File: src/rtl/line_pair_angle_intersect_unit_assert.svh
// Assertion macros for the line pair angle and intersection unit.
// Included by the modules that carry concurrent assertions; no dependencies.
`ifndef LINE_PAIR_ANGLE_INTERSECT_UNIT_ASSERT_SVH
`define LINE_PAIR_ANGLE_INTERSECT_UNIT_ASSERT_SVH

`ifndef NO_ASSERTIONS

// Clocked check that is switched off while reset is held.
`define LPAI_ASSERT(lbl, clk, rst_n, prop) \
    lbl: assert property (@(posedge clk) disable iff (!rst_n) prop) \
        else $error("line pair unit: assertion failed");

// Clocked check that also runs during reset.
`define LPAI_ASSERT_NR(lbl, clk, prop) \
    lbl: assert property (@(posedge clk) prop) \
        else $error("line pair unit: assertion failed");

`else

`define LPAI_ASSERT(lbl, clk, rst_n, prop)
`define LPAI_ASSERT_NR(lbl, clk, prop)

`endif

`endif

File: src/rtl/lpai_pkg.sv
// Shared widths, types and functions of the line pair angle and intersection unit.
// No dependencies; imported by every module of the unit.
package lpai_pkg;

    // Coordinate and intermediate widths.
    localparam int IN_W     = 20;
    localparam int DLT_W    = IN_W + 1;
    localparam int PRD_W    = 2 * DLT_W;
    localparam int SUM_W    = PRD_W + 1;
    localparam int VEC_W    = SUM_W + 1;
    localparam int MUL_W    = SUM_W + DLT_W;
    localparam int Q_W      = 22;
    localparam int DIV_W    = SUM_W + 1;
    localparam int REM_W    = DIV_W + Q_W;
    localparam int ANG_W    = 17;

    // Angle accumulator and CORDIC chain.
    localparam int Z_W          = 32;
    localparam int ACC_FRAC     = 20;
    localparam int ANGLE_FRAC   = 8;
    localparam int ROUND_SH     = ACC_FRAC - ANGLE_FRAC;
    localparam int CORDIC_STEPS = 24;
    localparam int NORM_STAGES  = 6;
    localparam int NORM_TOP     = 41;

    // Pipeline depths counted from the third input stage.
    localparam int ANG_PIPE = 1 + NORM_STAGES + CORDIC_STEPS;
    localparam int VTX_PIPE = Q_W + 3;
    localparam int VTX_DLY  = ANG_PIPE - VTX_PIPE;
    localparam int LAT      = 3 + ANG_PIPE + 1;

    localparam logic signed [Z_W-1:0] Z_90       = Z_W'(90 * (1 << ACC_FRAC));
    localparam logic signed [Z_W-1:0] Z_180      = Z_W'(180 * (1 << ACC_FRAC));
    localparam logic signed [Z_W-1:0] ROUND_HALF = Z_W'(1 << (ROUND_SH - 1));
    localparam logic signed [Z_W-1:0] HALF_TURN  = Z_W'(180 * (1 << ANGLE_FRAC));
    localparam logic signed [Z_W-1:0] FULL_TURN  = Z_W'(360 * (1 << ANGLE_FRAC));
    localparam logic signed [IN_W-1:0] V_MAX = {1'b0, {(IN_W-1){1'b1}}};
    localparam logic signed [IN_W-1:0] V_MIN = {1'b1, {(IN_W-1){1'b0}}};

    // Vector moving through the atan2 chain.
    typedef struct packed {
        logic                    hold;
        logic signed [VEC_W-1:0] x;
        logic signed [VEC_W-1:0] y;
        logic [VEC_W-1:0]        m;
        logic signed [Z_W-1:0]   z;
    } t_vec;

    // Partial remainder and quotient moving through the divider chain.
    typedef struct packed {
        logic [REM_W-1:0] r;
        logic [DIV_W-1:0] d;
        logic [Q_W-1:0]   q;
    } t_div;

    // Vertex side information that rides along the divider chain.
    typedef struct packed {
        logic                   has;
        logic                   neg_x;
        logic                   neg_y;
        logic                   big_x;
        logic                   big_y;
        logic signed [IN_W-1:0] x1;
        logic signed [IN_W-1:0] y1;
    } t_vside;

    // Finished vertex.
    typedef struct packed {
        logic                   has;
        logic                   clip;
        logic signed [IN_W-1:0] vx;
        logic signed [IN_W-1:0] vy;
    } t_vtx;

    typedef struct packed {
        logic                   clip;
        logic signed [IN_W-1:0] v;
    } t_lane;

    // atan(2^-i) in degrees scaled by 2^20.
    function automatic logic signed [Z_W-1:0] atan_lut(input int idx);
        logic signed [Z_W-1:0] v;
        case (idx)
            0:  v = Z_W'(47185920);
            1:  v = Z_W'(27855475);
            2:  v = Z_W'(14718068);
            3:  v = Z_W'(7471121);
            4:  v = Z_W'(3750058);
            5:  v = Z_W'(1876857);
            6:  v = Z_W'(938658);
            7:  v = Z_W'(469357);
            8:  v = Z_W'(234682);
            9:  v = Z_W'(117342);
            10: v = Z_W'(58671);
            11: v = Z_W'(29335);
            12: v = Z_W'(14668);
            13: v = Z_W'(7334);
            14: v = Z_W'(3667);
            15: v = Z_W'(1833);
            16: v = Z_W'(917);
            17: v = Z_W'(458);
            18: v = Z_W'(229);
            19: v = Z_W'(115);
            20: v = Z_W'(57);
            21: v = Z_W'(29);
            22: v = Z_W'(14);
            23: v = Z_W'(7);
            default: v = '0;
        endcase
        return v;
    endfunction

    // Exact axis cases and quadrant pre-rotation ahead of the CORDIC chain.
    function automatic t_vec vec_pre(input logic signed [VEC_W-1:0] y,
                                     input logic signed [VEC_W-1:0] x);
        t_vec             v;
        logic [VEC_W-1:0] ax;
        logic [VEC_W-1:0] ay;
        v.hold = 1'b0;
        v.x    = x;
        v.y    = y;
        v.z    = '0;
        if (y == 0) begin
            v.hold = 1'b1;
            v.z    = (x < 0) ? Z_180 : '0;
        end else if (x == 0) begin
            v.hold = 1'b1;
            v.z    = (y > 0) ? Z_90 : -Z_90;
        end else if (x < 0) begin
            if (y > 0) begin
                v.x = y;
                v.y = -x;
                v.z = Z_90;
            end else begin
                v.x = -y;
                v.y = x;
                v.z = -Z_90;
            end
        end
        ax  = v.x[VEC_W-1] ? -v.x : v.x;
        ay  = v.y[VEC_W-1] ? -v.y : v.y;
        v.m = (ax > ay) ? ax : ay;
        return v;
    endfunction

    // Round the accumulator to the output angle grid, halves upward.
    function automatic logic signed [Z_W-1:0] round_ang(input logic signed [Z_W-1:0] z);
        return (z + ROUND_HALF) >>> ROUND_SH;
    endfunction

    // Add the signed quotient to the base point and saturate.
    function automatic t_lane vtx_lane(input logic signed [IN_W-1:0] base,
                                       input logic [Q_W-1:0] q,
                                       input logic neg, input logic big);
        t_lane                 res;
        logic signed [Q_W+1:0] off;
        logic signed [Q_W+1:0] sum;
        off = $signed({2'b00, q});
        if (neg) begin
            off = -off;
        end
        sum      = (Q_W+2)'(base) + off;
        res.clip = 1'b0;
        res.v    = sum[IN_W-1:0];
        if (big) begin
            res.clip = 1'b1;
            res.v    = neg ? V_MIN : V_MAX;
        end else if (sum > (Q_W+2)'(V_MAX)) begin
            res.clip = 1'b1;
            res.v    = V_MAX;
        end else if (sum < (Q_W+2)'(V_MIN)) begin
            res.clip = 1'b1;
            res.v    = V_MIN;
        end
        return res;
    endfunction

endpackage

File: src/rtl/lpai_cordic_cell.sv
// CORDIC vectoring cell: one micro-rotation with a fixed shift and angle constant.
// Depends on lpai_pkg.
module lpai_cordic_cell
    import lpai_pkg::*;
#(
    parameter int IDX = 0
) (
    input  logic i_clk,
    input  logic i_en,
    input  t_vec i_vec,
    output t_vec o_vec
);

    t_vec                    r_vec;
    t_vec                    n_vec;
    logic signed [VEC_W-1:0] xs;
    logic signed [VEC_W-1:0] ys;

    // Rotate toward the x axis; shifts round toward minus infinity.
    always_comb begin
        n_vec = i_vec;
        xs    = i_vec.x >>> IDX;
        ys    = i_vec.y >>> IDX;
        if (!i_vec.hold) begin
            if (i_vec.y > 0) begin
                n_vec.x = i_vec.x + ys;
                n_vec.y = i_vec.y - xs;
                n_vec.z = i_vec.z + atan_lut(IDX);
            end else begin
                n_vec.x = i_vec.x - ys;
                n_vec.y = i_vec.y + xs;
                n_vec.z = i_vec.z - atan_lut(IDX);
            end
        end
    end

    always_ff @(posedge i_clk) begin
        if (i_en) begin
            r_vec <= n_vec;
        end
    end

    assign o_vec = r_vec;

endmodule

File: config.mk
export PLATFORM = sky130hd
export DESIGN_NAME = lpai_cordic_cell
export DESIGN_NICKNAME = d
export VERILOG_FILES = /design/src/rtl/line_pair_angle_intersect_unit_assert.svh /design/src/rtl/lpai_pkg.sv /design/src/rtl/lpai_cordic_cell.sv
export SDC_FILE = /design/constraint.sdc
export NUM_CORES = 1
export LEC_CHECK = 0
export BUFFER_PORTS_ARGS = -buffer_cell sky130_fd_sc_hd__buf_2
export CAP_MARGIN = 20
export CORE_MARGIN = 5
export CORE_UTILIZATION = 45
export DETAILED_ROUTE_END_ITERATION = 10
export GPL_TIMING_DRIVEN = 1
export HOLD_SLACK_MARGIN = 0.08
export PLACE_DENSITY = 0.68
export SYNTH_ARGS = -nofsm -noshare
export SYNTH_HDL_FRONTEND = slang
export SYNTH_SLANG_ARGS = --single-unit
File: constraint.sdc
create_clock -name i_clk -period 6.8 [get_ports i_clk]
set_input_delay 0 -clock i_clk [delete_from_list [all_inputs] [get_ports i_clk]]
set_output_delay 0 -clock i_clk [all_outputs]
set_load 0.01 [all_outputs]
Word level (Yosys, flattened, before mapping)
Cells that the tools add are included.
{ "totals": {"ff_bits": 165, "in_bits": 167, "word_cells": 15} }
{ "classes": {"n_addsub": 5, "n_lt_le_gt_ge": 1, "muxes": 4} }
{ "op_table": {"columns": ["op", "n"], "rows": [
  ["88-bit two-way mux", 2],
  ["44-bit subtractor", 2],
  ["32-bit two-way mux", 2],
  ["44-bit adder", 1],
  ["44-bit by 1-bit greater-than comparator with 1-bit output, second input constant", 1],
  ["32-bit by 27-bit adder with 32-bit output, second input constant", 1],
  ["32-bit by 27-bit subtractor with 32-bit output, second input constant", 1]
]} }

Logic depth before layout (Yosys ltp)
{ "depth": {"depth_word": 3, "depth_mapped": 19, "mapped_depth_nobuf": 16} }

Worst setup path after synthesis
No wires, ideal clock.
{ "synth_path": {"path_type": "in2reg", "from": "in i_vec[109] (netlist bit)", "to": "reg r_vec (netlist bit o_vec[31]) (data pin)", "setup_ns": 0.258, "arrival_ns": 3.511, "setup_slack_ns": 3.031, "stages": 18, "n_path_buf": 3, "cell_sequence": "nor4_1 -> nand4_1 -> nor3_2 -> or2_2 -> clkbuf_1 -> clkbuf_1 -> buf_1 -> ha_1 -> a21o_1 -> a21oi_1 -> nor2b_1 -> o21a_1 -> o22ai_1 -> o2111a_1 -> o21bai_1 -> a21oi_1 -> mux2i_1 -> xnor2_1"} }
{ "synth_rtl": {"columns": ["element", "line_no", "rtl"], "rows": [
  ["from (decl)", "lpai_cordic_cell.sv:10", "input t_vec i_vec,"],
  ["to (signal assigned)", "lpai_cordic_cell.sv:39", "r_vec <= n_vec;"],
  ["to (decl)", "lpai_cordic_cell.sv:14", "t_vec r_vec;"]
]} }

==> results <==
- The flow ran to the end, and the final reports show no timing, DRC or antenna violations.
- Setup repair after global routing left no endpoint under its margin.
- Detailed placement ended at an HPWL of 45.8 mm.
- The path type of the worst min-delay path is input pin to flop.
- For the pin with the worst max-slew slack, the measured transition is 0.995 ns.
- The weighted congestion reported at the end of routability-driven placement is 1.02.
- Post-CTS repair changed the size of 0 cells.
- The minimum setup slack after placement is 1.79 ns.
- Pin placement for this block handled 332 I/O pins.
- The worst path needs 5.08 ns of the cycle, external delays included.
- The flop and latch count out of synthesis is 165.
- The most repeated cell in the gate-level netlist after synthesis is sky130_fd_sc_hd__a21oi_1.
- The multi-input combinational cells in the finished layout cover a total of 8980 um2.
- The design area is 19000 um2.
- The max-cap check violation count is 0.
- The average cell area after synthesis is 8.62 um2.
- The number of post-CTS setup repair buffers is 0.
- For this block, the initial DRC count from the detailed router was 1327.
- The post-synthesis instance total is 1716.
- The initial antenna violation count is 2.
- The floorplan die width is 191 um.
- The pin count of the biggest net entering global routing is 88.
- The setup slack of the critical path after layout is 1.72 ns.
- The worst hold path passes through 3 cells.
- Sequential elements use 33.5% of the synthesized area.
- In the final layout, the share of cells above drive strength 1 is 18.6%.
- The hold buffer count at CTS is 172.
- The buffer levels on the longest clock path is 2.
- The sum of overflow across all layers after global routing is 0.
- In the global route stage, overall resource usage came out at 32.2%.
- The clock-pin slew on the worst setup and hold paths is 0.08 ns.
- The top flip-flop cell by instance count after synthesis is sky130_fd_sc_hd__edfxtp_1.
- The vias after detailed routing is 15312.
- The number of unique standard cell types used by synthesis is 86.
- By count the netlist is led by sky130_fd_sc_hd__a21oi_1 (204), sky130_fd_sc_hd__edfxtp_1 (165), sky130_fd_sc_hd__nand2_1 (148).
- The via count of the first global-routing pass is 15029.
- The arrival time at the worst endpoint is 5.26 ns.
- The share of the synthesized area in the top cell type is 33.5%.
- Before antenna repair, the detailed router went through 8 iterations.
- The number of nets in the final layout is 2475.
- For this design, the sink count on the clock tree is 165.
- The die covers 36600 um2.
- STA classifies the critical path startpoint as an input pin.
- The setup total negative slack is 0 ns.
- The count of endpoints failing hold in the final timing report is 0.
- The total count of max-transition violations in the final report was 0.
- The number of clock buffers added by TritonCTS is 17.
- The count of flip-flops with a built-in enable after synthesis is 165.
- The worst slew slack as a fraction of its limit is 33.5%.
- The ratio of final minimum period to clock period is 74.8%.
- In the routed layout, each cell is associated on average with a via count of 5.84.
- The synthesized area is 14800 um2.
- The register with the most flip-flops in the layout has 165 of them.
- The first global-routing pass estimated 90.3 mm of wire.
- The biggest area contributor in the post-synthesis netlist is sky130_fd_sc_hd__edfxtp_1.
- Buffers placed on the I/O ports in this run total 331.
- The initial core utilization is 45.6%.
- After filler insertion, the fill cell instance count of the layout stands at 2857.
- For this design the ratio of total power to cell area is 192 nW/um2.
- The worst setup path is captured at a flop.
- The number of H-tree levels is 4.
- The post-placement cell area is 16700 um2.
- The maximum fanout along the worst path is 34.
- The core outline area is 32500 um2.
- The data required time of the worst path is 6.97 ns.
- The number of warnings issued by yosys is 0.
- The CTS tree is yes.
- Dividing the detail-routed wire length by the instance count gives 23.3 um.
- Relative to the synthesized area, the layout overhead comes to 28.8%.
- Counting flops with an async set or reset pin after synthesis yields a share of 0%.
- For this run, design rule violations remaining after detail routing come to 0.
- On the final layout, the worst hold slack is 0.121 ns.
- Wires add up to 61.2 mm.
- By area the synthesized netlist is led by sky130_fd_sc_hd__edfxtp_1 (34%), sky130_fd_sc_hd__ha_1 (12%), sky130_fd_sc_hd__a21oi_1 (6.9%).
- Measured along the y axis, the die boundary spans 191 um.
- The leakage power figure is 8.23 nW.
- Static timing analysis puts the maximum clock frequency at 0.197 GHz.
- The number of nets still failing antenna checks after routing is 0.
- The number of placement rows is 66.
- The buffer cell driving the clock tree root is sky130_fd_sc_hd__clkbuf_16.
- The worst setup path is of the input pin to flop kind.
- The number of setup violations in the final report is 0.
- The net count after synthesis is 2026.
- Summing all flip-flop and latch instances after layout gives 4950 um2.
- VDD sags by at most 0.183 mV.
[through the flow]
stage | power (W) | util [%] | instances
floorplan | 0.00207 | - | 1716
global placement | 0.00254 | 51.6 | 2416
detailed placement | 0.00255 | 51.6 | 2416
CTS | 0.00363 | 58.7 | 2620
global route | 0.00382 | 58.7 | 2622
finish | 0.00365 | 58.7 | 2622
[cell type report]
class	count	share of cell area, %
diodes	2	0.0263
clock buffers	17	2.23
clock inverters	15	0.808
inverters	140	2.76
multi-input cells	1331	47.2
flip-flops and latches	165	26.0
well taps	442	2.90
repair buffers	510	18.1
[power by group]
| part | internal (W) | switching [W] | total, W |
|---|---|---|---|
| clock | 0.000490 | 0.000510 | 0.00100 |
| sequential | 0.00126 | 0.0000323 | 0.00129 |
| combinational | 0.000517 | 0.000842 | 0.00136 |
| total | 0.00226 | 0.00138 | 0.00365 |
[critical path: stages]
cell and delay (ns):
sky130_fd_sc_hd__dlygate4sd3_1 0.54, sky130_fd_sc_hd__buf_2 0.19, sky130_fd_sc_hd__nor4_1 0.69, sky130_fd_sc_hd__nand4_1 0.27, sky130_fd_sc_hd__nor3_2 0.32, sky130_fd_sc_hd__or2_2 0.64, sky130_fd_sc_hd__inv_2 0.49, sky130_fd_sc_hd__ha_1 0.47
sky130_fd_sc_hd__a21o_1 0.19, sky130_fd_sc_hd__a21oi_1 0.22, sky130_fd_sc_hd__o21bai_1 0.09, sky130_fd_sc_hd__a21oi_1 0.25, sky130_fd_sc_hd__o21bai_1 0.11, sky130_fd_sc_hd__a21oi_1 0.24, sky130_fd_sc_hd__o21ai_0 0.11, sky130_fd_sc_hd__a21oi_1 0.18
sky130_fd_sc_hd__xor2_1 0.15, sky130_fd_sc_hd__o21ai_0 0.09
[placed cells by master (no fill, tap or decap), drive strengths merged, types with 16 or more instances in the layout]
master,n
dlygate4sd3,172
o21ai,147
clkbuf,17
edfxtp,165
nand2,148
nor3,37
ha,139
nor4,23
xnor2,76
nand4,16
inv,143
nor2,135
a21o,40
buf,338
a211oi,21
nand3,25
o21bai,39
a21oi,204
mux2i,38
[path summary, 6_finish.rpt]
check | startpoint | to
worst max-delay path | i_vec[117] | o_vec[30]
worst min-delay path | i_vec[109] | o_vec[109]
[kinds of logic (layout without fill, tap and decap cells)]
family | count (synthesis) | after routing | synth area share, %
AND/OR/NAND/NOR | 445 | 445 | 13.9
flip-flops | 165 | 165 | 33.5
multiplexers | 43 | 43 | 2.95
adder cells (fa/ha/maj) | 143 | 143 | 12.3
buffers and inverters | 220 | 682 | 5.74
XOR/XNOR | 91 | 91 | 5.39
other | 0 | 2 | 0
AO/OA/AOI/OAI | 609 | 609 | 26.2
[layer usage]
| metal | routed length, um | up-vias | GRT usage, % | part of all wire [%] |
|---|---|---|---|---|
| met4 | 2350 | 0 | 13.0 | 3.8 |
| met3 | 4230 | 110 | 5.17 | 6.9 |
| met2 | 29000 | 688 | 54.5 | 47 |
| met5 | 0 | - | 0 | 0 |
| li1 | - | 7163 | - | - |
| met1 | 25600 | 7351 | 41.2 | 42 |
(Power assumes the default switching activity.)
