`src/rtl/line_pair_angle_intersect_unit_assert.svh`:
```
// Assertion macros for the line pair angle and intersection unit.
// Included by the modules that carry concurrent assertions; no dependencies.
`ifndef LINE_PAIR_ANGLE_INTERSECT_UNIT_ASSERT_SVH
`define LINE_PAIR_ANGLE_INTERSECT_UNIT_ASSERT_SVH

`ifndef NO_ASSERTIONS

// Clocked check that is switched off while reset is held.
`define LPAI_ASSERT(lbl, clk, rst_n, prop) \
    lbl: assert property (@(posedge clk) disable iff (!rst_n) prop) \
        else $error("line pair unit: assertion failed");

// Clocked check that also runs during reset.
`define LPAI_ASSERT_NR(lbl, clk, prop) \
    lbl: assert property (@(posedge clk) prop) \
        else $error("line pair unit: assertion failed");

`else

`define LPAI_ASSERT(lbl, clk, rst_n, prop)
`define LPAI_ASSERT_NR(lbl, clk, prop)

`endif

`endif

```
`src/rtl/lpai_pkg.sv`:
```
// Shared widths, types and functions of the line pair angle and intersection unit.
// No dependencies; imported by every module of the unit.
package lpai_pkg;

    // Coordinate and intermediate widths.
    localparam int IN_W     = 20;
    localparam int DLT_W    = IN_W + 1;
    localparam int PRD_W    = 2 * DLT_W;
    localparam int SUM_W    = PRD_W + 1;
    localparam int VEC_W    = SUM_W + 1;
    localparam int MUL_W    = SUM_W + DLT_W;
    localparam int Q_W      = 22;
    localparam int DIV_W    = SUM_W + 1;
    localparam int REM_W    = DIV_W + Q_W;
    localparam int ANG_W    = 17;

    // Angle accumulator and CORDIC chain.
    localparam int Z_W          = 32;
    localparam int ACC_FRAC     = 20;
    localparam int ANGLE_FRAC   = 8;
    localparam int ROUND_SH     = ACC_FRAC - ANGLE_FRAC;
    localparam int CORDIC_STEPS = 24;
    localparam int NORM_STAGES  = 6;
    localparam int NORM_TOP     = 41;

    // Pipeline depths counted from the third input stage.
    localparam int ANG_PIPE = 1 + NORM_STAGES + CORDIC_STEPS;
    localparam int VTX_PIPE = Q_W + 3;
    localparam int VTX_DLY  = ANG_PIPE - VTX_PIPE;
    localparam int LAT      = 3 + ANG_PIPE + 1;

    localparam logic signed [Z_W-1:0] Z_90       = Z_W'(90 * (1 << ACC_FRAC));
    localparam logic signed [Z_W-1:0] Z_180      = Z_W'(180 * (1 << ACC_FRAC));
    localparam logic signed [Z_W-1:0] ROUND_HALF = Z_W'(1 << (ROUND_SH - 1));
    localparam logic signed [Z_W-1:0] HALF_TURN  = Z_W'(180 * (1 << ANGLE_FRAC));
    localparam logic signed [Z_W-1:0] FULL_TURN  = Z_W'(360 * (1 << ANGLE_FRAC));
    localparam logic signed [IN_W-1:0] V_MAX = {1'b0, {(IN_W-1){1'b1}}};
    localparam logic signed [IN_W-1:0] V_MIN = {1'b1, {(IN_W-1){1'b0}}};

    // Vector moving through the atan2 chain.
    typedef struct packed {
        logic                    hold;
        logic signed [VEC_W-1:0] x;
        logic signed [VEC_W-1:0] y;
        logic [VEC_W-1:0]        m;
        logic signed [Z_W-1:0]   z;
    } t_vec;

    // Partial remainder and quotient moving through the divider chain.
    typedef struct packed {
        logic [REM_W-1:0] r;
        logic [DIV_W-1:0] d;
        logic [Q_W-1:0]   q;
    } t_div;

    // Vertex side information that rides along the divider chain.
    typedef struct packed {
        logic                   has;
        logic                   neg_x;
        logic                   neg_y;
        logic                   big_x;
        logic                   big_y;
        logic signed [IN_W-1:0] x1;
        logic signed [IN_W-1:0] y1;
    } t_vside;

    // Finished vertex.
    typedef struct packed {
        logic                   has;
        logic                   clip;
        logic signed [IN_W-1:0] vx;
        logic signed [IN_W-1:0] vy;
    } t_vtx;

    typedef struct packed {
        logic                   clip;
        logic signed [IN_W-1:0] v;
    } t_lane;

    // atan(2^-i) in degrees scaled by 2^20.
    function automatic logic signed [Z_W-1:0] atan_lut(input int idx);
        logic signed [Z_W-1:0] v;
        case (idx)
            0:  v = Z_W'(47185920);
            1:  v = Z_W'(27855475);
            2:  v = Z_W'(14718068);
            3:  v = Z_W'(7471121);
            4:  v = Z_W'(3750058);
            5:  v = Z_W'(1876857);
            6:  v = Z_W'(938658);
            7:  v = Z_W'(469357);
            8:  v = Z_W'(234682);
            9:  v = Z_W'(117342);
            10: v = Z_W'(58671);
            11: v = Z_W'(29335);
            12: v = Z_W'(14668);
            13: v = Z_W'(7334);
            14: v = Z_W'(3667);
            15: v = Z_W'(1833);
            16: v = Z_W'(917);
            17: v = Z_W'(458);
            18: v = Z_W'(229);
            19: v = Z_W'(115);
            20: v = Z_W'(57);
            21: v = Z_W'(29);
            22: v = Z_W'(14);
            23: v = Z_W'(7);
            default: v = '0;
        endcase
        return v;
    endfunction

    // Exact axis cases and quadrant pre-rotation ahead of the CORDIC chain.
    function automatic t_vec vec_pre(input logic signed [VEC_W-1:0] y,
                                     input logic signed [VEC_W-1:0] x);
        t_vec             v;
        logic [VEC_W-1:0] ax;
        logic [VEC_W-1:0] ay;
        v.hold = 1'b0;
        v.x    = x;
        v.y    = y;
        v.z    = '0;
        if (y == 0) begin
            v.hold = 1'b1;
            v.z    = (x < 0) ? Z_180 : '0;
        end else if (x == 0) begin
            v.hold = 1'b1;
            v.z    = (y > 0) ? Z_90 : -Z_90;
        end else if (x < 0) begin
            if (y > 0) begin
                v.x = y;
                v.y = -x;
                v.z = Z_90;
            end else begin
                v.x = -y;
                v.y = x;
                v.z = -Z_90;
            end
        end
        ax  = v.x[VEC_W-1] ? -v.x : v.x;
        ay  = v.y[VEC_W-1] ? -v.y : v.y;
        v.m = (ax > ay) ? ax : ay;
        return v;
    endfunction

    // Round the accumulator to the output angle grid, halves upward.
    function automatic logic signed [Z_W-1:0] round_ang(input logic signed [Z_W-1:0] z);
        return (z + ROUND_HALF) >>> ROUND_SH;
    endfunction

    // Add the signed quotient to the base point and saturate.
    function automatic t_lane vtx_lane(input logic signed [IN_W-1:0] base,
                                       input logic [Q_W-1:0] q,
                                       input logic neg, input logic big);
        t_lane                 res;
        logic signed [Q_W+1:0] off;
        logic signed [Q_W+1:0] sum;
        off = $signed({2'b00, q});
        if (neg) begin
            off = -off;
        end
        sum      = (Q_W+2)'(base) + off;
        res.clip = 1'b0;
        res.v    = sum[IN_W-1:0];
        if (big) begin
            res.clip = 1'b1;
            res.v    = neg ? V_MIN : V_MAX;
        end else if (sum > (Q_W+2)'(V_MAX)) begin
            res.clip = 1'b1;
            res.v    = V_MAX;
        end else if (sum < (Q_W+2)'(V_MIN)) begin
            res.clip = 1'b1;
            res.v    = V_MIN;
        end
        return res;
    endfunction

endpackage

```
`src/rtl/lpai_norm_cell.sv`:
```
// Normalization cell: shifts the vector left by a fixed amount when it is still short.
// Depends on lpai_pkg.
module lpai_norm_cell
    import lpai_pkg::*;
#(
    parameter int SHIFT = 1
) (
    input  logic i_clk,
    input  logic i_en,
    input  t_vec i_vec,
    output t_vec o_vec
);

    t_vec r_vec;
    t_vec n_vec;

    // Shift only if the larger component stays below the normalization ceiling.
    always_comb begin
        n_vec = i_vec;
        if (!i_vec.hold && ((i_vec.m >> (NORM_TOP - SHIFT)) == '0)) begin
            n_vec.x = i_vec.x <<< SHIFT;
            n_vec.y = i_vec.y <<< SHIFT;
            n_vec.m = i_vec.m << SHIFT;
        end
    end

    always_ff @(posedge i_clk) begin
        if (i_en) begin
            r_vec <= n_vec;
        end
    end

    assign o_vec = r_vec;

endmodule

```
`config.mk`:
```
export PLATFORM = sky130hd
export DESIGN_NAME = lpai_norm_cell
export DESIGN_NICKNAME = d
export VERILOG_FILES = /design/src/rtl/line_pair_angle_intersect_unit_assert.svh /design/src/rtl/lpai_pkg.sv /design/src/rtl/lpai_norm_cell.sv
export SDC_FILE = /design/constraint.sdc
export NUM_CORES = 1
export LEC_CHECK = 0
export BUFFER_PORTS_ARGS = -buffer_cell sky130_fd_sc_hd__buf_4
export CORE_AREA = 2 2 130 132
export CTS_BUF_LIST = sky130_fd_sc_hd__clkbuf_16
export CTS_CLUSTER_SIZE = 14
export DETAILED_ROUTE_END_ITERATION = 8
export DIE_AREA = 0 0 132 134
export PLACE_DENSITY = 0.75
export SYNTH_ARGS = -nofsm -noshare
export SYNTH_HDL_FRONTEND = slang
export SYNTH_SLANG_ARGS = --single-unit
```
`constraint.sdc`:
```
create_clock -name i_clk -period 2.22 [get_ports i_clk]
set_input_delay 0.444 -clock i_clk [delete_from_list [all_inputs] [get_ports i_clk]]
set_output_delay 0.444 -clock i_clk [all_outputs]
set_load 0.01 [all_outputs]
```
== After elaboration in Yosys (flattened, before gate mapping) ==
Cells that the tools add are included.

* Register bits: 165
* Input port bits: 167
* Output and inout bits: 165
* Logic and storage cells: 12

* Muxes and demuxes: 1
* Reductions and logical operators: 3

{| class="wikitable"
|+ Operator list
! operator !! count
|-
| 2-to-1 mux 132 bit || 1
|-
| logical NOT 44 bit || 1
|-
| logical AND 1 bit || 1
|-
| logical NOT 1 bit || 1
|}

== Logic depth before layout (Yosys ltp) ==
Gate-level depths: netlist of the first run.

* Depth in word-level cells: 3
* Depth in mapped cells: 5
* Depth with buffers taken out: 3

== Worst setup path after synthesis of the first run ==
OpenSTA, ideal clock, no wires.

* Path type: input-to-reg
* Start point: input i_vec[74] (netlist name)
* End point: register r_vec, in the netlist o_vec[100] (data pin)
* Library setup time: 260 ps
* Arrival time: 1,735 ps
* Data required time: 1,960 ps
* Path slack: 225 ps
* Cell stages on the path: 5
* Buffers on the path: 2
* Cell sequence: or4_4 -> nor2_4 -> buf_12 -> buf_12 -> mux2_4

{| class="wikitable"
|+ RTL lines
! what !! RTL line !! RTL
|-
| from (decl) || lpai_norm_cell.sv:10 || <nowiki>input t_vec i_vec,</nowiki>
|-
| to (signal assigned) || lpai_norm_cell.sv:29 || <nowiki>r_vec <= n_vec;</nowiki>
|-
| to (decl) || lpai_norm_cell.sv:14 || <nowiki>t_vec r_vec;</nowiki>
|}

==> results of run 1 <==
[per-layer routing]
layer / vias to the layer above / wire length, um / global-route usage, %
met2: 207 / 9370 / 35.2
li1: 1943 / - / -
met5: - / 0 / 0
met3: 23 / 1250 / 5.82
met1: 2043 / 5930 / 18.7
met4: 0 / 337 / 7.67
[final cells by class]
class                      instances  share of cell area [%]
clock inverter                    15                    1.26
multi-input combinational        131                    17.6
timing repair buffer             351                    26.7
sequential                       165                    47.7
clock buffer                      17                    4.09
tap                              220                    2.65
[placed cells by master (no fill, tap or decap)]
master | netlist | final
a21o_1 | 1 | 1
buf_12 | 11 | 11
buf_4 | 1 | 339
buf_6 | 2 | 1
bufinv_16 | 0 | 1
clkbuf_16 | 0 | 17
clkinv_2 | 0 | 1
clkinvlp_4 | 0 | 6
edfxtp_1 | 165 | 165
inv_1 | 0 | 2
inv_6 | 0 | 5
mux2_1 | 2 | 2
mux2_2 | 23 | 23
mux2_4 | 100 | 100
nor2_4 | 1 | 1
nor2b_1 | 3 | 3
or4_4 | 1 | 1
[path summary, 6_finish.rpt]
check             startpoint    endpoint  cells past startpoint
hold / removal     i_vec[17]   o_vec[17]                      1
setup / recovery   i_vec[74]  o_vec[158]                      6
[power by group through the flow]
stage	combinational (mW)	sequential (mW)	clock (mW)
floorplan	0.225	3.99	0
finish	1.11	3.79	2.77
global route	1.17	3.82	2.93
CTS	1.12	3.80	2.83
global placement	1.09	3.86	0
detailed placement	1.12	3.86	0
[stage by stage]
stage	utilization [%]	power, mW	hold WS (ns)
floorplan	-	4.22	0.543
global placement	60.4	4.95	0.623
detailed placement	60.4	4.98	0.623
CTS	63.8	7.75	0.179
global route	63.8	7.92	0.180
finish	63.8	7.67	0.201
[cells in the mapped netlist]
cell type and count:
mux2_4 100, buf_4 1, mux2_1 2, buf_12 11, or4_4 1, edfxtp_1 165, nor2b_1 3, clkbuf_1 3
nor2_4 1, a21o_1 1, mux2_2 23, buf_6 2
[cells by family (layout without fill, tap and decap cells)]
family	count (synthesis)	after routing	synth area share (%)
compound gates	1	1	0.107
buf+inv	17	383	3.71
mux	125	125	25.3
simple gates	5	5	0.586
flops	165	165	70.3
==> impl_results.md, run 1 <==
- Type of origin of the critical path: input pin
- Initial antenna violation count: 0
- Slowest CP cell: or4_4
- First-pass GRT wire length: 24600 um
- Diode count: 0
- Root buf cell: clkbuf_16
- Clock power share: roughly 36%
- PortBufs: between 300 and 400
- Vias per cell: roughly 4.7
- Wire per inst: about 19 um
- MaxCap Viol Count: 0
- HPWL after DPL: ~13000 um
- RD Place Congestion: slightly above 0.8
- Post-synthesis sequential area ratio: 70.3%
- Min cycle time layout: roughly 1.9 ns
- CP Max Fanout: 20
- Post-synthesis cell count: ~310
- Cts hold-fix bufs: 0
- CP max stage delay: 0.55 ns
- Die width: 132 um
- Multi-input gate area: roughly 0.0018 mm2
- Slew HR: 74.9%
- Setup TNS: 0 ns
- 1st-iter DRT viols: 180
- Ranking of synthesized cells by area: edfxtp_1, mux2_4, mux2_2, buf_12, buf_6
- Nets@finish: roughly 830
- Layout Cell Area excl Fill: approximately 0.010 mm2
- FF+latch count, synth: about 170
- Placed Area: 0.00984 mm2
- Worst-Margin Slew: around 0.38 ns
- Crit path kind: in -> reg
- Clk sink count: 165
- Final count of negative-setup-slack endpoints: 0
- Initial Util: approximately 43%
- Fill cells: 1178
- Int Pwr: about 5.9 mW
- Synth Warn #: 0
- Crit path buf inv count: 3
- P_leak: 4.40 nW
- Drt drc: 0
- Final WL: 16900 um
- Post-Syn Area: around 0.0070 mm2
- Finished Layout Cells: about 900
- Status: finished, final reports clean
- Vias: roughly 4200
- CP Data Arrival Time: between 2 and 2.5 ns
- CP Cell Sequence: buf_4 > or4_4 > nor2_4 > buf_12 > buf_12 > mux2_2
- Share of cells above drive strength 1: 74.5%
- Final number of max-transition violations: 0
- VDD IR max: roughly 0.45 mV
- Switching Share: 22.7%
- Yosys top cell area share: between 70 and 80%
- Setup ws final: approximately 0.36 ns
- Flop pwr share: between 40% and 50%
- Combinational power share: 14.5%
- Syn_nets: 480
- Worst Path Required: roughly 2.4 ns
- Vias in the first global route: 4484
- Hold Path Class: in -> reg
- Num CTS Buffers: 17
- Crit-path most repeated cell: buf_12
- CP Capture Type: flop
- Die Height: between 100 and 150 um
- Final period util: 83.7%
- Clock buffer depth: 2
- Final hold violations: 0
- Depth of the CTS H-tree: 4
- Area leader, netlist: edfxtp_1
- Total global routing overflow: 0
- Largest register FFs: between 150 and 200
- CP delay by family, top: simple AND/OR/NAND/NOR gates
- Core Box Area: about 0.016 mm2
- Pwr dens: 738 mW/mm2
- Clock-pin slew on the worst setup and hold paths: ~0.070 ns
- DIE AREA: about 0.018 mm2
- Distinct cells, synth: 12
- Post-CTS sizing: 0
- GR Util All Layers: a little under a fifth
- Total area of sequential cells: just under 0.005 mm2
- CTS tree: done
- F_max: between 500 and 600 MHz
- Postcts setup bufs: 0
- Psw: 1.74 mW
- Antenna Nets Post-Route: 0
- TritonRoute pass-1 iters: 4
- Cell row count: between 40 and 50
- Pre-CTS setup slack: -0.0586 ns
- Post-synthesis average cell area: between 20 and 25 um2
- Placed cells: around 870
- RSZ-0062 raised after global routing: no
- Largest net degree at the start of global routing: 56
- Syn-to-layout area delta: 47.5%
- Top-Level Pins: about 330
Power figures use the tool's default switching activity.
==> run 2, diff against run 1 <==
clock period = 1.9 ns   (was 2.22 ns; I/O delays follow)
==> impl_results.md, run 2 (synthesis gave the netlist of run 1 again) <==
- Status: finished, final reports clean (unchanged)
- RD Place Congestion: 0.815 (was 0.807)
- Pwr dens: 870 mW/mm2 (was 738 mW/mm2)
- Layout Cell Area excl Fill: 0.0105 mm2 (was 0.0104 mm2)
- Initial antenna violation count: 0 (unchanged)
- CP Data Arrival Time: 1.88 ns (was 2.02 ns)
- Most frequent cells in the layout: buf_4, edfxtp_1, mux2_4, mux2_2, clkbuf_16 (unchanged)
- Syn-to-layout area delta: 48.5% (was 47.5%)
- P_leak: 4.46 nW (was 4.40 nW)
- Util after Layout: 64.3% (was 63.8%)
- Vias: 4304 (was 4216)
- Cell row count: 47 (unchanged)
- DIE AREA: 0.0177 mm2 (unchanged)
- Vias per cell: 4.78 (was 4.69)
- CP Max Fanout: 17 (was 20)
- Post-CTS sizing: 0 (unchanged)
- MaxCap Viol Count: 0 (unchanged)
- Hold Path Class: in -> reg (unchanged)
- Final WL: 17000 um (was 16900 um)
- Root buf cell: clkbuf_16 (unchanged)
- Worst Path Required: 2.06 ns (was 2.38 ns)
- Share of cells above drive strength 1: 74.9% (was 74.5%)
- Setup ws final: 0.181 ns (was 0.361 ns)
- GR Util All Layers: 18.8% (was 18.5%)
- Diode count: 0 (unchanged)
- Wire per inst: 18.9 um (was 18.8 um)
- WHS: 0.135 ns (was 0.201 ns)
- Die width: 132 um (unchanged)
- Hold depth: 1 (unchanged)
- Slew HR: 77.1% (was 74.9%)
- Nets@finish: 835 (was 833)
- Die Height: 134 um (unchanged)
- Total global routing overflow: 0 (unchanged)
- PortBufs: 331 (unchanged)
- Leading cell type in the layout, fill and taps excluded: buf_4 (unchanged)
- Pre-CTS setup slack: -0.251 ns (was -0.0586 ns)
- HPWL after DPL: 13300 um (was 13100 um)
- Worst-Margin Slew: 0.343 ns (was 0.377 ns)
- Drt drc: 0 (unchanged)
- Final period util: 90.5%
- Largest net degree at the start of global routing: 40 (was 56)
- Largest register FFs: 165 (unchanged)
- Core Box Area: 0.0163 mm2 (unchanged)
- Clock-pin slew on the worst setup and hold paths: 0.07 ns (about the same)
- Depth of the CTS H-tree: 4 (unchanged)
- Clock buffer depth: 2 (unchanged)
- Top-Level Pins: 332 (unchanged)
- Type of origin of the critical path: input pin (unchanged)
- CP Capture Type: flop (unchanged)
- 1st-iter DRT viols: 162 (was 180)
- CTS tree: done (unchanged)
- Final Power: 9.10 mW (was 7.67 mW)
- Initial Util: 43.3% (unchanged)
- Final number of max-transition violations: 0 (unchanged)
- Antenna Nets Post-Route: 0 (unchanged)
- First-pass GRT wire length: 25100 um (was 24600 um)
- Cts hold-fix bufs: 0 (unchanged)
- Crit path kind: in -> reg (unchanged)
- Clk sink count: 165 (unchanged)
- RSZ-0062 raised after global routing: no (unchanged)
- TritonRoute pass-1 iters: 4 (unchanged)
- Final hold violations: 0 (unchanged)
- F_max: about 580 MHz
- Final count of negative-setup-slack endpoints: 0 (unchanged)
- Min cycle time layout: roughly 1.7 ns
- Vias in the first global route: 4560 (was 4484)
- Num CTS Buffers: 17 (unchanged)
- Postcts setup bufs: 0 (unchanged)
- Placed Area: 0.00989 mm2 (was 0.00984 mm2)
- VDD IR max: 0.536 mV (was 0.451 mV)
[run 2: stage by stage]
step	TNS (ns)	instances
final	0	901
after global routing	0	901
after CTS	0	901
after detailed placement	-25.59	869
after global placement	-24.07	869
after floorplan	-3.12	313
[run 2: cell type report]
type                            count  area (um2)
Tap cell                          220         275
Timing Repair Buffer              353        2800
Sequential cell                   165        4950
Multi-Input combinational cell    131        1850
Fill cell                        1157        5820
Clock buffer                       17         425
Clock inverter                     15         155
[run 2: critical path: stages]
cell and delay, ns:
buf_4 0.11, or4_4 0.54, nor2_4 0.16, buf_12 0.20, buf_12 0.18, mux2_4 0.31
[run 2: report_power, final]
part           internal [mW]  total [mW]  switching [mW]  leakage, nW
clock network           1.94        3.36            1.41        0.285
registers               4.34        4.43          0.0845         1.61
logic                  0.789        1.32           0.528         2.56
[run 2: per-layer routing]
metal | track usage [%] | share of wire, % | vias up
li1 | - | - | 1951
met1 | 18.5 | 34 | 2121
met2 | 35.0 | 54 | 210
met3 | 8.58 | 10 | 22
met4 | 6.10 | 1.8 | 0
met5 | 0 | 0 | -
[run 2: path summary, 6_finish.rpt]
kind / from / endpoint / slack, ns
worst max-delay path: i_vec[74] / o_vec[151] / 0.18
worst min-delay path: i_vec[12] / o_vec[12] / 0.13
