### src/rtl/line_pair_angle_intersect_unit_assert.svh
// Assertion macros for the line pair angle and intersection unit.
// Included by the modules that carry concurrent assertions; no dependencies.
`ifndef LINE_PAIR_ANGLE_INTERSECT_UNIT_ASSERT_SVH
`define LINE_PAIR_ANGLE_INTERSECT_UNIT_ASSERT_SVH

`ifndef NO_ASSERTIONS

// Clocked check that is switched off while reset is held.
`define LPAI_ASSERT(lbl, clk, rst_n, prop) \
    lbl: assert property (@(posedge clk) disable iff (!rst_n) prop) \
        else $error("line pair unit: assertion failed");

// Clocked check that also runs during reset.
`define LPAI_ASSERT_NR(lbl, clk, prop) \
    lbl: assert property (@(posedge clk) prop) \
        else $error("line pair unit: assertion failed");

`else

`define LPAI_ASSERT(lbl, clk, rst_n, prop)
`define LPAI_ASSERT_NR(lbl, clk, prop)

`endif

`endif

### src/rtl/lpai_pkg.sv
// Shared widths, types and functions of the line pair angle and intersection unit.
// No dependencies; imported by every module of the unit.
package lpai_pkg;

    // Coordinate and intermediate widths.
    localparam int IN_W     = 20;
    localparam int DLT_W    = IN_W + 1;
    localparam int PRD_W    = 2 * DLT_W;
    localparam int SUM_W    = PRD_W + 1;
    localparam int VEC_W    = SUM_W + 1;
    localparam int MUL_W    = SUM_W + DLT_W;
    localparam int Q_W      = 22;
    localparam int DIV_W    = SUM_W + 1;
    localparam int REM_W    = DIV_W + Q_W;
    localparam int ANG_W    = 17;

    // Angle accumulator and CORDIC chain.
    localparam int Z_W          = 32;
    localparam int ACC_FRAC     = 20;
    localparam int ANGLE_FRAC   = 8;
    localparam int ROUND_SH     = ACC_FRAC - ANGLE_FRAC;
    localparam int CORDIC_STEPS = 24;
    localparam int NORM_STAGES  = 6;
    localparam int NORM_TOP     = 41;

    // Pipeline depths counted from the third input stage.
    localparam int ANG_PIPE = 1 + NORM_STAGES + CORDIC_STEPS;
    localparam int VTX_PIPE = Q_W + 3;
    localparam int VTX_DLY  = ANG_PIPE - VTX_PIPE;
    localparam int LAT      = 3 + ANG_PIPE + 1;

    localparam logic signed [Z_W-1:0] Z_90       = Z_W'(90 * (1 << ACC_FRAC));
    localparam logic signed [Z_W-1:0] Z_180      = Z_W'(180 * (1 << ACC_FRAC));
    localparam logic signed [Z_W-1:0] ROUND_HALF = Z_W'(1 << (ROUND_SH - 1));
    localparam logic signed [Z_W-1:0] HALF_TURN  = Z_W'(180 * (1 << ANGLE_FRAC));
    localparam logic signed [Z_W-1:0] FULL_TURN  = Z_W'(360 * (1 << ANGLE_FRAC));
    localparam logic signed [IN_W-1:0] V_MAX = {1'b0, {(IN_W-1){1'b1}}};
    localparam logic signed [IN_W-1:0] V_MIN = {1'b1, {(IN_W-1){1'b0}}};

    // Vector moving through the atan2 chain.
    typedef struct packed {
        logic                    hold;
        logic signed [VEC_W-1:0] x;
        logic signed [VEC_W-1:0] y;
        logic [VEC_W-1:0]        m;
        logic signed [Z_W-1:0]   z;
    } t_vec;

    // Partial remainder and quotient moving through the divider chain.
    typedef struct packed {
        logic [REM_W-1:0] r;
        logic [DIV_W-1:0] d;
        logic [Q_W-1:0]   q;
    } t_div;

    // Vertex side information that rides along the divider chain.
    typedef struct packed {
        logic                   has;
        logic                   neg_x;
        logic                   neg_y;
        logic                   big_x;
        logic                   big_y;
        logic signed [IN_W-1:0] x1;
        logic signed [IN_W-1:0] y1;
    } t_vside;

    // Finished vertex.
    typedef struct packed {
        logic                   has;
        logic                   clip;
        logic signed [IN_W-1:0] vx;
        logic signed [IN_W-1:0] vy;
    } t_vtx;

    typedef struct packed {
        logic                   clip;
        logic signed [IN_W-1:0] v;
    } t_lane;

    // atan(2^-i) in degrees scaled by 2^20.
    function automatic logic signed [Z_W-1:0] atan_lut(input int idx);
        logic signed [Z_W-1:0] v;
        case (idx)
            0:  v = Z_W'(47185920);
            1:  v = Z_W'(27855475);
            2:  v = Z_W'(14718068);
            3:  v = Z_W'(7471121);
            4:  v = Z_W'(3750058);
            5:  v = Z_W'(1876857);
            6:  v = Z_W'(938658);
            7:  v = Z_W'(469357);
            8:  v = Z_W'(234682);
            9:  v = Z_W'(117342);
            10: v = Z_W'(58671);
            11: v = Z_W'(29335);
            12: v = Z_W'(14668);
            13: v = Z_W'(7334);
            14: v = Z_W'(3667);
            15: v = Z_W'(1833);
            16: v = Z_W'(917);
            17: v = Z_W'(458);
            18: v = Z_W'(229);
            19: v = Z_W'(115);
            20: v = Z_W'(57);
            21: v = Z_W'(29);
            22: v = Z_W'(14);
            23: v = Z_W'(7);
            default: v = '0;
        endcase
        return v;
    endfunction

    // Exact axis cases and quadrant pre-rotation ahead of the CORDIC chain.
    function automatic t_vec vec_pre(input logic signed [VEC_W-1:0] y,
                                     input logic signed [VEC_W-1:0] x);
        t_vec             v;
        logic [VEC_W-1:0] ax;
        logic [VEC_W-1:0] ay;
        v.hold = 1'b0;
        v.x    = x;
        v.y    = y;
        v.z    = '0;
        if (y == 0) begin
            v.hold = 1'b1;
            v.z    = (x < 0) ? Z_180 : '0;
        end else if (x == 0) begin
            v.hold = 1'b1;
            v.z    = (y > 0) ? Z_90 : -Z_90;
        end else if (x < 0) begin
            if (y > 0) begin
                v.x = y;
                v.y = -x;
                v.z = Z_90;
            end else begin
                v.x = -y;
                v.y = x;
                v.z = -Z_90;
            end
        end
        ax  = v.x[VEC_W-1] ? -v.x : v.x;
        ay  = v.y[VEC_W-1] ? -v.y : v.y;
        v.m = (ax > ay) ? ax : ay;
        return v;
    endfunction

    // Round the accumulator to the output angle grid, halves upward.
    function automatic logic signed [Z_W-1:0] round_ang(input logic signed [Z_W-1:0] z);
        return (z + ROUND_HALF) >>> ROUND_SH;
    endfunction

    // Add the signed quotient to the base point and saturate.
    function automatic t_lane vtx_lane(input logic signed [IN_W-1:0] base,
                                       input logic [Q_W-1:0] q,
                                       input logic neg, input logic big);
        t_lane                 res;
        logic signed [Q_W+1:0] off;
        logic signed [Q_W+1:0] sum;
        off = $signed({2'b00, q});
        if (neg) begin
            off = -off;
        end
        sum      = (Q_W+2)'(base) + off;
        res.clip = 1'b0;
        res.v    = sum[IN_W-1:0];
        if (big) begin
            res.clip = 1'b1;
            res.v    = neg ? V_MIN : V_MAX;
        end else if (sum > (Q_W+2)'(V_MAX)) begin
            res.clip = 1'b1;
            res.v    = V_MAX;
        end else if (sum < (Q_W+2)'(V_MIN)) begin
            res.clip = 1'b1;
            res.v    = V_MIN;
        end
        return res;
    endfunction

endpackage

### src/rtl/lpai_div_cell.sv
// Restoring divider cell: decides one quotient bit at a fixed position.
// Depends on lpai_pkg.
module lpai_div_cell
    import lpai_pkg::*;
#(
    parameter int BIT = 0
) (
    input  logic i_clk,
    input  logic i_en,
    input  t_div i_div,
    output t_div o_div
);

    t_div             r_div;
    t_div             n_div;
    logic [REM_W-1:0] trial;

    // Subtract the shifted divisor when it fits.
    always_comb begin
        n_div = i_div;
        trial = REM_W'(i_div.d) << BIT;
        if (i_div.r >= trial) begin
            n_div.r      = i_div.r - trial;
            n_div.q[BIT] = 1'b1;
        end
    end

    always_ff @(posedge i_clk) begin
        if (i_en) begin
            r_div <= n_div;
        end
    end

    assign o_div = r_div;

endmodule

### config.mk
export PLATFORM = sky130hd
export DESIGN_NAME = lpai_div_cell
export DESIGN_NICKNAME = d
export VERILOG_FILES = /design/src/rtl/line_pair_angle_intersect_unit_assert.svh /design/src/rtl/lpai_pkg.sv /design/src/rtl/lpai_div_cell.sv
export SDC_FILE = /design/constraint.sdc
export NUM_CORES = 1
export LEC_CHECK = 0
export BUFFER_PORTS_ARGS = -buffer_cell sky130_fd_sc_hd__buf_4
export CAP_MARGIN = 0
export CORE_ASPECT_RATIO = 2
export CORE_MARGIN = 2
export CORE_UTILIZATION = 40
export CTS_CLUSTER_SIZE = 8
export DETAILED_ROUTE_END_ITERATION = 10
export GPL_ROUTABILITY_DRIVEN = 0
export PLACE_DENSITY = 0.66
export RECOVER_POWER = 50
export SLEW_MARGIN = 20
export SYNTH_ARGS = -nofsm -noshare
export SYNTH_HDL_FRONTEND = slang
export SYNTH_SLANG_ARGS = --single-unit
### constraint.sdc
create_clock -name i_clk -period 3.7 [get_ports i_clk]
set_input_delay 0.37 -clock i_clk [delete_from_list [all_inputs] [get_ports i_clk]]
set_output_delay 0.37 -clock i_clk [all_outputs]
set_load 0.01 [all_outputs]
# Word level (Yosys, flattened, before mapping)

Index checks and enable logic that the tools add are counted.

Latch bits: 0
Bits in registers: 132
Output and inout bits: 132
Word-level logic and storage cells: 7
Memories: 0
RAM bits: 0
Bits of input ports: 134
Memory bits (read-only): 0

Bitwise operators: 0
$lt $le $gt $ge: 1
Mux-type cells: 1
Shift operators: 0
$mul: 0
$add $sub $neg: 1
Divide/modulo/power cells: 0
Reduce and logical (&&, ||, !) cells: 0
Equality and inequality tests: 0

Operators with widths:

| cell                                         | number |
|---|---|
| greater-or-equal comparator 66 x 44 -> 1 bit | 1 |
| 2-to-1 mux 66 bit                            | 1 |
| subtractor 66 x 44 -> 66 bit                 | 1 |

# Longest topological paths before layout

Gate-level depths: netlist of the first run.

Depth after elaboration: 2
Gate-level depth with buffers: 14
Gate-level depth less buffers: 12

# Least setup slack after synthesis of the first run

OpenSTA, ideal clock, no wires.

Kind: input to register
From: input i_div[26] (netlist bit)
To: register r_div (netlist bit o_div[117]), data pin
Arrival: 2.908 ns
Required time: 3.442 ns
Path slack: 0.535 ns
Stages on the path: 9
Setup time: 0.258 ns
Buffers on the path: 0
Cells stage by stage: inv_1 -> ha_1 -> a211o_1 -> o31a_1 -> o311ai_0 -> a21oi_1 -> o221ai_1 -> or3b_1 -> xnor2_1

RTL lines:

| item                 | RTL line            | source |
|---|---|---|
| from (decl)          | lpai_div_cell.sv:10 | `input t_div i_div,` |
| to (signal assigned) | lpai_div_cell.sv:30 | `r_div <= n_div;` |
| to (decl)            | lpai_div_cell.sv:14 | `t_div r_div;` |

==> results of run 1 <==
## how the worst min path moves through the flow
stage               startpoint  cells after the start             endpoint
floorplan            i_div[10]                      0  o_div[10]$_DFFE_PP_
global placement     i_div[20]                      1  o_div[20]$_DFFE_PP_
detailed placement   i_div[18]                      1  o_div[18]$_DFFE_PP_
CTS                  i_div[12]                      1  o_div[12]$_DFFE_PP_
global route         i_div[12]                      1  o_div[12]$_DFFE_PP_
finish               i_div[12]                      1  o_div[12]$_DFFE_PP_
## cell families (layout without fill, tap and decap cells)
group                    count (synthesis)  in the layout  share of synthesized area
adder cells (fa/ha/maj)                 45             45                     0.0721
XOR/XNOR                                59             59                     0.0653
AND/OR/NAND/NOR                        253            253                      0.164
AO/OA/AOI/OAI                          202            202                      0.153
flip-flops                             132            132                      0.501
buffers and inverters                   88            371                     0.0431
multiplexers                             2              2                    0.00253
## Yosys cell counts, types with 12 or more instances
library cell	number
or3_1	13
nand4_1	26
xnor2_1	40
clkbuf_1	21
ha_1	44
inv_1	58
o21ai_0	34
nor2_1	59
nand2_1	71
a21oi_1	88
edfxtp_1	132
a21o_1	15
nor3_1	22
nand3_1	12
xor2_1	19
## through the flow
stage,setup slack [ns],total power [uW],instances,hold WS [ns]
5_1_grt,0.288,4630,1323,0.121
6_report,0.429,4450,1323,0.135
2_1_floorplan,0.535,2500,781,0.469
3_5_place_dp,0.161,3100,1294,0.550
3_3_place_gp,0.164,3090,1294,0.549
4_1_cts,0.607,4540,1323,0.0918
## report_power, final
part	switching [uW]	total, uW	internal [uW]	leakage (uW)
Clock	601	1430	825	0.000227
Combinational	638	1130	494	0.00281
Sequential	43.2	1900	1850	0.00129
Total	1280	4450	3170	0.00433
## layout make-up
type,instances,area (um2)
clock buffer,20,437
sequential,132,3960
clock inverter,9,42.5
multi-input combinational,561,3610
fill,1819,8830
tap,259,324
timing repair buffer,284,1940
inverter,58,218
## layer usage
layer | wire length, um | up-vias | GRT usage | part of all wire
met2 | 15400 | 302 | 0.489 | 0.60
met4 | 1200 | 0 | 0.125 | 0.047
met1 | 7570 | 3370 | 0.202 | 0.30
li1 | - | 3426 | - | -
met5 | 0 | - | 0 | 0
met3 | 1310 | 75 | 0.0420 | 0.051
## placed cells by master, fill, tap and decap left out, types with 4 or more instances in the layout
master       n
clkbuf_16   17
a21oi_1     88
ha_1        44
o21ai_1      9
edfxtp_1   132
clkbuf_1    59
or3_1       13
and4_1       4
o211ai_1     5
nand4b_1     6
a21o_1      15
nand3_1     12
xnor2_1     40
nor2_1      59
inv_1       58
a211oi_1     5
clkinv_1     6
o21bai_1    10
nand4_1     26
a31oi_1      5
nand2_1     70
clkbuf_4    42
nor3_1      22
nor4_1       7
nand2b_1     6
o21a_1       5
o21ai_0     34
xor2_1      19
or2_2        6
buf_4      182
==> flow_summary_export.csv, run 1 <==
group,metric,value,unit
outcome,status,"finished, violations left",
outcome,violations,"max-capacitance violations, max-slew violations",
synthesis,synth.distinct_cells,60,
die,design.die.area,21000,um2
global_routing,grt_pass1_vias,7047,
clocking,cts_made_buffers,17,
detailed_routing,drt_wl_total,25500,um
clocking,clockRootBuffer,"clkbuf_16",
worst_setup_path,startpoint,"i_div[65]",
min_path,hp-class,"in2reg",
cells_and_area,antenna-diode-count,0,
synthesis,synth_fp_nets,960,
clocking,cts_max_level,4,
placed_design,placed_area,10300,um2
global_routing,grt_max_degree,87,
worst_setup_path,timing.critical_path.buf_inv,2,
clocking,clk_pin_slew_worst_paths,0.06,ns
detailed_routing,drt_first_pass_iters,5,
clocking,cts_buffer_depth,2,
worst_setup_path,cpPeakStageDelay,0.59,ns
synthesis,synth_top_cell_by_area,"edfxtp_1",
worst_setup_path,required,3.93,ns
clocking,cts_resized,0,
sta,clock.fmax,306,MHz
cells_and_area,fin_nets,1233,
placed_design,dpl.hpwl,20500,um
worst_setup_path,cp_cell_sequence,"clkbuf_1 > inv_1 > ha_1 > nand2_1 > or3_1 > or4_1 > nand4b_1 > a21o_1 > nor4b_1 > xor2_1",
synthesis,ys_async_sr_fraction,0,
pwr,power.density,423,nW/um2
sta,setup_viol,0,
synthesis,synth_edf_count,132,
worst_setup_path,path_depth,10,
clocking,cts_tree,"built",
synthesis,synth_seq_cells,132,
worst_setup_path,worstPathArrival,3.50,ns
worst_setup_path,crit_family,"simple AND/OR/NAND/NOR gates",
cells_and_area,final_cell_area,10500,um2
pwr,p_leak,0.00433,uW
global_routing,grt-ovfl-total,0,
worst_setup_path,slowest_stage,"or4_1",
sta,tightest_slew,2.20,ns
global_routing,grt_antenna_before_repair,0,
clocking,holdBufCountCts,0,
global_routing,grtUsageTotal,0.240,
synthesis,synth_top_flop_cell,"edfxtp_1",
worst_setup_path,start_kind,"input port",
sta,rsz0062_at_grt,"false",
synthesis,syn_area,7920,um2
placed_design,portBuffers,265,
die,die_y,203,um
clocking,cts.sinks,132,
worst_setup_path,worstPathMaxFanout,8,
clocking,post_cts_buffers,0,
detailed_routing,drtIter0Drc,367,
cells_and_area,area_delta_synth_final,33.1,%
worst_setup_path,path_class,"in2reg",
sta,finalHoldViolCount,0,
run,maxCapViolCount,1,
die,coreArea,19400,um2
worst_setup_path,cp-end-kind,"flop",
cells_and_area,final_util,0.544,
cells_and_area,largest_register_ffs,132,
synthesis,seq_area_frac_synth,0.501,
die,die_w,103,um
cells_and_area,layout-drive-gt1-share,0.247,
global_routing,grt_pass1_wl,36900,um
synthesis,yosysTopAreaCellShare,0.501,
synthesis,syn_area_per_cell,10.1,um2
sta,period_share,0.884,
detailed_routing,ant_nets,0,
sta,setup_tns,0,ns
detailed_routing,drc_errors,0,
synthesis,netlist_top_cells_area,"edfxtp_1, ha_1, a21oi_1",
pwr,vdd_ir_drop_max,0.000327,V
sta,slew-limit-headroom,-0.465,
synthesis,synth_cells,781,
die,row_count,72,
detailed_routing,vias,7173,
detailed_routing,vias_per_cell,5.42,
sta,slew_violations,87,
sta,fin_crit,3.27,ns
worst_setup_path,cp-endpoint,"o_div[131]$_DFFE_PP_",
die,start_util,0.409,
die,io-pin-count,266,
detailed_routing,drt-wirelength-per-cell,19.3,um
synthesis,ys_warn_count,0,
No activity file was read; power rests on OpenSTA's default activity.
==> inputs of run 2 (changes only) <==
- ABC_AREA: default -> 1
- PLACE_DENSITY: 0.66 -> default
==> flow_summary_export.csv, run 2 <==
group,metric,value,unit
synthesis,synth_edf_count,132,
clocking,cts_max_level,4,
cells_and_area,final_common_cell,"nand2_1",
synthesis,synth_top_cell_by_area,"edfxtp_1",
worst_setup_path,slowest_stage,"clkbuf_2",
synthesis,seq_area_frac_synth,0.410,
clocking,cts_made_buffers,17,
clocking,cts.sinks,132,
synthesis,synth_fp_nets,1501,
clocking,clk_pin_slew_worst_paths,0.06,ns
die,start_util,0.405,
detailed_routing,vias,9543,
worst_setup_path,required,3.74,ns
global_routing,grt_pass1_wl,51400,um
synthesis,synth.distinct_cells,39,
global_routing,grtUsageTotal,0.272,
cells_and_area,fin_nets,1782,
die,design.die.area,25500,um2
synthesis,ys_top_cells_by_count,"nand2_1, inv_1, edfxtp_1",
sta,setup_viol,0,
worst_setup_path,start_kind,"input port",
detailed_routing,drc_errors,0,
detailed_routing,drt_wl_total,34000,um
sta,slew_violations,135,
synthesis,netlist_top_cells_area,"edfxtp_1, nand2_1, inv_1",
worst_setup_path,crit_family,"buffers and inverters",
global_routing,grt_pass1_vias,9678,
clocking,cts_buffer_depth,2,
pwr,comb_power_share,0.263,
pwr,internal_power,3460,uW
pwr,p_leak,0.00619,uW
cells_and_area,largest_register_ffs,132,
placed_design,pre_cts_ws,0.525,ns
pwr,vdd_ir_drop_max,0.000207,V
synthesis,yosysTopAreaCellShare,0.410,
synthesis,syn_area,9660,um2
detailed_routing,ant_nets,0,
cells_and_area,antenna-diode-count,0,
synthesis,ys_warn_count,0,
worst_setup_path,cpPeakStageDelay,1.44,ns
cells_and_area,area_delta_synth_final,30.0,%
die,row_count,80,
outcome,violations,"max-capacitance violations, max-slew violations",
global_routing,grt_max_degree,69,
min_path,hp-class,"in2reg",
die,coreArea,23800,um2
synthesis,synth_cells,1322,
pwr,power.density,399,nW/um2
sta,finalHoldViolCount,0,
global_routing,grt-ovfl-total,0,
worst_setup_path,worstPathMaxFanout,68,
sta,rsz0062_at_grt,"false",
sta,slew-limit-headroom,-0.176,
detailed_routing,vias_per_cell,5.01,
sta,layout_setup_ws,0.674,ns
sta,tightest_slew,1.76,ns
pwr,netSwitchingFraction,0.310,
die,die_w,114,um
synthesis,synth_top_flop_cell,"edfxtp_1",
placed_design,portBuffers,265,
synthesis,yosysMostFrequentCell,"nand2_1",
sta,clock.fmax,330,MHz
detailed_routing,drt-wirelength-per-cell,17.9,um
synthesis,syn_area_per_cell,7.31,um2
placed_design,dpl.hpwl,28800,um
sta,fin_crit,3.03,ns
synthesis,ys_async_sr_fraction,0,
detailed_routing,drt_first_pass_iters,5,
worst_setup_path,cpMostUsedCell,"clkbuf_2",
worst_setup_path,cp_cell_sequence,"clkbuf_2 > clkbuf_2",
cells_and_area,final_cell_mix,"nand2_1, inv_1, buf_4, edfxtp_1, nor2_1",
pwr,p_clk_frac,0.358,
worst_setup_path,worstPathArrival,3.07,ns
clocking,cts_resized,0,
pwr,power,5010,uW
die,die_y,224,um
synthesis,synth_seq_cells,132,
clocking,post_cts_buffers,0,
sta,setup_tns,0,ns
pwr,seqPwrFrac,0.379,
outcome,status,"finished, violations left",
detailed_routing,drtIter0Drc,567,
sta,holdWs,0.111,ns
clocking,clockRootBuffer,"clkbuf_16",
run,maxCapViolCount,2,
clocking,holdBufCountCts,0,
worst_setup_path,timing.critical_path.buf_inv,2,
global_routing,grt_antenna_before_repair,0,
pwr,p_sw,1550,uW
sta,period_share,0.818,
clocking,cts_tree,"built",
worst_setup_path,path_class,"in2reg",
cells_and_area,layout-drive-gt1-share,0.222,
worst_setup_path,cp-end-kind,"flop",
die,io-pin-count,266,
run 2: area by class of cell:
class                           count  area (um2)
Tap cell                          287         359
Multi-Input combinational cell    932        4670
Timing Repair Buffer              273        2020
Sequential cell                   132        3960
Clock buffer                       17         425
Fill cell                        2426       11300
Clock inverter                     15         193
Inverter                          247         930
run 2: logic make-up (layout without fill, tap and decap cells):
| group | Yosys count | in the layout | share of synthesized area |
|---|---|---|---|
| xor gates and xnor gates | 32 | 32 | 0.0290 |
| adders and majority gates | 45 | 45 | 0.0591 |
| and+or+nand+nor | 727 | 727 | 0.321 |
| buffers and inverters | 258 | 552 | 0.107 |
| AOI/OAI and AO/OA | 128 | 128 | 0.0741 |
| DFF | 132 | 132 | 0.410 |
run 2: layer usage:
metal,up-vias,global-route usage,share of wire
li1,4788,-,-
met1,4262,0.246,0.32
met2,342,0.492,0.53
met3,151,0.0465,0.044
met4,0,0.265,0.11
met5,-,0,0
run 2: power groups by stage:
stage	logic, uW	registers [uW]	clock network [uW]
finish	1320	1900	1790
global route	1430	1910	1900
CTS	1330	1900	1840
detailed placement	1330	1930	0
global placement	1320	1930	0
floorplan	578	2010	0
run 2: metrics by stage:
stage | std cells | instance area (um2) | utilization
final | 1903 | 12600 | 0.527
after global placement | 1871 | 12000 | 0.504
after floorplan | 1322 | 9660 | -
after global routing | 1903 | 12600 | 0.527
after detailed placement | 1871 | 12000 | 0.504
after CTS | 1903 | 12600 | 0.530
run 2: final timing paths:
kind	depth (start not counted)	from	slack [ns]	to
max	2	i_en	0.67	o_div[88]$_DFFE_PP_
min	1	i_div[1]	0.11	o_div[1]$_DFFE_PP_
